<file path="src/design/lph_pkg.sv">
// Shared constants and codes for the linear probing hash table.
`timescale 1ns / 1ps
package lph_pkg;
    localparam int DEF_SLOTS        = 1024;
    localparam int DEF_PAYLOAD_BITS = 32;
    localparam int KEY_W            = 32;
    localparam int CMD_W            = 2;
    localparam int STATUS_W         = 2;
    localparam int ENTRY_W          = 11;
    localparam int PAYOUT_W         = 32;
    localparam int SLOT_ST_W        = 2;

    localparam logic [CMD_W-1:0] CMD_INSERT = 2'd0;
    localparam logic [CMD_W-1:0] CMD_LOOKUP = 2'd1;
    localparam logic [CMD_W-1:0] CMD_REMOVE = 2'd2;

    localparam logic [STATUS_W-1:0] STAT_OK       = 2'd0;
    localparam logic [STATUS_W-1:0] STAT_NOTFOUND = 2'd1;
    localparam logic [STATUS_W-1:0] STAT_FULL     = 2'd2;

    localparam logic [SLOT_ST_W-1:0] SLOT_FREE = 2'd0;
    localparam logic [SLOT_ST_W-1:0] SLOT_USED = 2'd1;
    localparam logic [SLOT_ST_W-1:0] SLOT_GONE = 2'd2;

    localparam logic [63:0] HASH_FLIP = 64'hC73AB174C5ECD5A2;
    localparam logic [31:0] MIX_LO    = 32'h1E98DF25;
    localparam logic [31:0] MIX_HI    = 32'h9FB21C65;
endpackage

</file>
<file path="src/design/lph_hash.sv">
// Key hash to home slot on one shared 32x32 multiplier, with a folded remainder.
`timescale 1ns / 1ps
module lph_hash #(
    parameter int SLOTS = lph_pkg::DEF_SLOTS,
    parameter int IDX_W = $clog2(SLOTS)
) (
    input  logic                     clk,
    input  logic                     rst_n,
    input  logic                     go,
    input  logic [lph_pkg::KEY_W-1:0] key,
    output logic                     ready,
    output logic [IDX_W-1:0]         home
);
    import lph_pkg::*;

    localparam bit POW2 = ((SLOTS & (SLOTS - 1)) == 0);
    localparam int RECIP_SH = 31 + $clog2(SLOTS);
    localparam logic [63:0] FOLD_FULL  = (64'd1 << 32) % 64'(SLOTS);
    localparam logic [63:0] RECIP_FULL = (64'd1 << RECIP_SH) / 64'(SLOTS);
    localparam logic [31:0] FOLD_C  = FOLD_FULL[31:0];
    localparam logic [31:0] RECIP_C = RECIP_FULL[31:0];
    localparam logic [31:0] SLOT_C  = 32'(SLOTS);

    localparam logic [2:0] H_IDLE  = 3'd0;
    localparam logic [2:0] H_MIX1  = 3'd1;
    localparam logic [2:0] H_FOLD  = 3'd2;
    localparam logic [2:0] H_MIX2  = 3'd3;
    localparam logic [2:0] H_FINAL = 3'd4;
    localparam logic [2:0] H_MOD   = 3'd5;
    localparam logic [2:0] H_QUOT  = 3'd6;
    localparam logic [2:0] H_SUB   = 3'd7;

    logic [2:0]       state_reg, state_next;
    logic [1:0]       sub_reg, sub_next;
    logic [63:0]      h_reg, h_next;
    logic [63:0]      acc_reg, acc_next;
    logic [63:0]      p_reg, p_next;
    logic [IDX_W-1:0] home_reg, home_next;
    logic             ready_reg, ready_next;

    logic [63:0] x;
    logic [31:0] opa, opb;
    logic [63:0] prod;
    logic [63:0] quot;
    logic [31:0] diff;
    logic [31:0] rem;
    logic        hi_zero;

    assign x       = {key, key} ^ HASH_FLIP;
    assign prod    = {32'd0, opa} * {32'd0, opb};
    assign quot    = p_reg >> RECIP_SH;
    assign hi_zero = (h_reg[63:32] == 32'd0);
    assign diff    = h_reg[31:0] - p_reg[31:0];
    assign rem     = (diff >= SLOT_C) ? diff - SLOT_C : diff;

    always_comb
    begin
        opa = h_reg[31:0];
        opb = MIX_LO;
        if (state_reg == H_MOD)
        begin
            opa = hi_zero ? h_reg[31:0] : h_reg[63:32];
            opb = hi_zero ? RECIP_C : FOLD_C;
        end
        else if (state_reg == H_QUOT)
        begin
            opa = quot[31:0];
            opb = SLOT_C;
        end
        else
        begin
            unique case (sub_reg)
                2'd0:    begin opa = h_reg[31:0];  opb = MIX_LO; end
                2'd1:    begin opa = h_reg[63:32]; opb = MIX_LO; end
                default: begin opa = h_reg[31:0];  opb = MIX_HI; end
            endcase
        end
    end

    always_comb
    begin
        state_next = state_reg;
        sub_next   = sub_reg;
        h_next     = h_reg;
        acc_next   = acc_reg;
        p_next     = p_reg;
        home_next  = home_reg;
        ready_next = 1'b0;
        unique case (state_reg)
            H_IDLE:
            begin
                if (go)
                begin
                    h_next     = x ^ {x[14:0], x[63:15]} ^ {x[39:0], x[63:40]};
                    acc_next   = '0;
                    sub_next   = '0;
                    state_next = H_MIX1;
                end
            end
            H_MIX1, H_MIX2:
            begin
                if (sub_reg != 2'd3)
                    p_next = prod;
                if (sub_reg == 2'd1)
                    acc_next = acc_reg + p_reg;
                else if (sub_reg != 2'd0)
                    acc_next = acc_reg + {p_reg[31:0], 32'd0};
                sub_next = sub_reg + 2'd1;
                if (sub_reg == 2'd3)
                    state_next = (state_reg == H_MIX1) ? H_FOLD : H_FINAL;
            end
            H_FOLD:
            begin
                h_next     = acc_reg ^ ((acc_reg >> 35) + 64'd4);
                acc_next   = '0;
                sub_next   = '0;
                state_next = H_MIX2;
            end
            H_FINAL:
            begin
                h_next     = acc_reg ^ (acc_reg >> 28);
                state_next = H_MOD;
            end
            H_MOD:
            begin
                if (POW2)
                begin
                    home_next  = h_reg[IDX_W-1:0];
                    ready_next = 1'b1;
                    state_next = H_IDLE;
                end
                else if (!hi_zero)
                    h_next = prod + {32'd0, h_reg[31:0]};
                else
                begin
                    p_next     = prod;
                    state_next = H_QUOT;
                end
            end
            H_QUOT:
            begin
                p_next     = prod;
                state_next = H_SUB;
            end
            H_SUB:
            begin
                home_next  = rem[IDX_W-1:0];
                ready_next = 1'b1;
                state_next = H_IDLE;
            end
            default:
                state_next = H_IDLE;
        endcase
    end

    always_ff @(posedge clk or negedge rst_n)
    begin
        if (!rst_n)
        begin
            state_reg <= H_IDLE;
            ready_reg <= 1'b0;
            sub_reg   <= '0;
        end
        else
        begin
            state_reg <= state_next;
            ready_reg <= ready_next;
            sub_reg   <= sub_next;
        end
    end

    always_ff @(posedge clk)
    begin
        h_reg    <= h_next;
        acc_reg  <= acc_next;
        p_reg    <= p_next;
        home_reg <= home_next;
    end

    assign ready = ready_reg;
    assign home  = home_reg;
endmodule

</file>
<file path="config.mk">
export PLATFORM = sky130hd
export DESIGN_NAME = lph_hash
export DESIGN_NICKNAME = d
export VERILOG_FILES = /design/src/design/lph_pkg.sv /design/src/design/lph_hash.sv
export SDC_FILE = /design/constraint.sdc
export NUM_CORES = 2
export LEC_CHECK = 0
export BUFFER_PORTS_ARGS = -buffer_cell sky130_fd_sc_hd__buf_4
export CAP_MARGIN = 20
export CORE_ASPECT_RATIO = 2
export CORE_MARGIN = 2
export CORE_UTILIZATION = 50
export DETAILED_ROUTE_END_ITERATION = 10
export PLACE_DENSITY = 0.7
export SYNTH_ARGS = -nofsm -noshare
export SYNTH_HDL_FRONTEND = slang
export SYNTH_SLANG_ARGS = --single-unit
export TNS_END_PERCENT = 10
</file>
<file path="constraint.sdc">
create_clock -name clk -period 12.12 [get_ports clk]
set_input_delay 1.212 -clock clk [delete_from_list [all_inputs] [get_ports clk]]
set_output_delay 1.212 -clock clk [all_outputs]
set_load 0.01 [all_outputs]
</file>
==> results.json <==
{
  "avgViaCountPerCell": 6.21,
  "clk_pin_slew_ps": 80,
  "crit_arrival_ps": 10930,
  "synth_area_leaders": "fa_1 27%, ha_1 16%, edfxtp_1 15%",
  "max_freq_ghz": 0.0939,
  "run_status": "finished, final reports clean",
  "detail-route-antenna-nets": 0,
  "cp_common_cell": "fa_1",
  "layout.cells.non_filler": 5341,
  "path_class": "reg -> reg",
  "skew_ps": 20.9,
  "antenna_found_initial": 3,
  "holdBufCountCts": 0,
  "firstDrtPassIters": 6,
  "cts.htree.levels": 1,
  "synth_common_cells": "842 x inv_1, 538 x fa_1, 491 x ha_1, 312 x nand2_1, 282 x nor2_1",
  "cp-end-kind": "flip-flop",
  "ys_ff_latch": 208,
  "cts_tree": "done",
  "rsz0062_at_grt": "false",
  "row_count": 145,
  "fin_nets": 5358,
  "dieArea_sq_um": 81300,
  "finalMaxSlewViolations": 0,
  "critical_path.slowest_cell": "nor2_1",
  "tightestPinTransition_ps": 1170,
  "synth_area_sq_um": 39400,
  "first_iter_violations": 2989,
  "ios": 46,
  "fin_setup_tns_ps": 0,
  "worstPathRequired_ps": 12410,
  "dpl_worst_slack_ps": 1430,
  "num_vias": 33200,
  "portBuffers": 45,
  "synthToLayoutAreaGrowth_pct": 5.82,
  "grt_pass1_wl_um": 235000,
  "cp_slowest_stage_delay_ps": 800,
  "die_y_um": 401,
  "clock_latency_ps": 550,
  "dp.cells": 5298,
  "grt_max_degree": 65,
  "worst_slack_ps": 1480,
  "routabilityCongestion": 1.16,
  "hpwl_um": 134000,
  "ys_types": 82,
  "drc": 0,
  "yosys.area.top_type": "fa_1",
  "clock_path_buffers": 3,
  "core_sq_um": 78200,
  "hold_viol": 0,
  "syn_inst": 4300,
  "finalCritPeriodShare": 0.878,
  "cts_setup_buffers": 0,
  "start_util": 0.504,
  "first_global_vias": 35300,
  "cts-root-buf": "clkbuf_16",
  "ys_warn_count": 0,
  "synth_enable_flop_cells": 202,
  "max_slew_margin": 0.212,
  "synth_top_area_share": 0.273,
  "setup_violations": 0,
  "hold_path_class": "in -> async",
  "holdWs_ps": 469,
  "cts.repair.resized": 0,
  "ys_seq_area_frac": 0.158,
  "startpoint_type": "flip-flop",
  "clkSinkCount": 208,
  "overflow": 0,
  "die_x_um": 203,
  "detail_route.wl_per_cell_um": 30.5,
  "grt_use_total": 0.409,
  "async_reset_ff_frac": 0.0288,
  "max_cap_violations": 0,
  "ys.flop_type": "edfxtp_1",
  "routed_wl_um": 163000,
  "yosysMostFrequentCell": "inv_1",
  "cts_made_buffers": 18,
  "period_needed_ps": 10640,
  "avgSynthCellArea_sq_um": 9.17,
  "drive_above_1_share": 0.0478,
  "cp_max_fo": 14
}
-- metrics by stage --
stage | util | cell area, sq um
floorplan | - | 39500
global placement | 0.524 | 41000
detailed placement | 0.524 | 41000
CTS | 0.533 | 41600
global route | 0.533 | 41700
finish | 0.534 | 41700
-- cells by family (layout without fill, tap and decap cells) --
| logic type | Yosys count | after routing | share of synthesized area |
|---|---|---|---|
| AOI/OAI and AO/OA | 790 | 790 | 0.130 |
| muxes | 38 | 38 | 0.0100 |
| adders and majority gates | 1030 | 1030 | 0.429 |
| and+or+nand+nor | 926 | 926 | 0.107 |
| DFF | 208 | 208 | 0.158 |
| buffers and inverters | 985 | 980 | 0.0941 |
| xor gates and xnor gates | 321 | 321 | 0.0713 |
| other | 2 | 19 | 0.000190 |
-- worst max-delay path, delay by kind of cell (launching register included) --
family	cells	cell delay, ps
simple gates	7	3000
xor+xnor	1	90
fa+ha+maj	8	3980
compound gates	8	2040
flops	1	530
buf+inv	6	740
-- layout by cell type (no fill, tap or decap), types with 17 or more instances in the layout --
cell type and count:
o21bai_1 41, nor3_1 50, o221ai_1 18, nand3_1 42, fa_1 538, inv_1 842
a21o_1 107, a31oi_1 20, o21ai_0 168, mux2i_1 27, o22ai_1 27, xnor2_1 214
nand2b_1 27, clkbuf_16 18, and3_1 43, ha_1 490, a211oi_1 17, o21a_1 25
edfxtp_1 202, xor2_1 107, or3_1 24, nor2_1 280, or2_2 21, nand2_1 311
a21oi_1 216, buf_4 101, nor2b_1 30, nand4_1 44
-- final cells by class --
class	instances	area, sq um
diodes	6	15.0
clock inverters	11	171
inverters	843	3160
clock buffers	21	462
fillers	7157	36500
repair buffers	105	808
flip-flops and latches	208	6220
well taps	1029	1290
multi-input cells	3118	29600
-- path summary, 6_finish.rpt --
path,from,endpoint,slack (ps),cells after the start
setup / recovery,state_reg[0],p_reg[62],1480,30
hold / removal,rst_n,ready,470,1
setup reg to reg,state_reg[0],p_reg[62],1480,30
hold reg to reg,sub_reg[1],sub_reg[1],550,1
max in group asynchronous,rst_n,sub_reg[1],11510,1
min in group clk,sub_reg[1],sub_reg[1],550,1
-- metal layers --
| metal | track usage | part of all wire |
|---|---|---|
| met3 | 0.0916 | 0.078 |
| met2 | 0.699 | 0.49 |
| met1 | 0.370 | 0.28 |
| met5 | 0 | 0 |
| met4 | 0.477 | 0.15 |
Power is left out: the tool's default activity adds up to more than one toggle a clock period on the data nets, which glitch-free logic cannot reach.
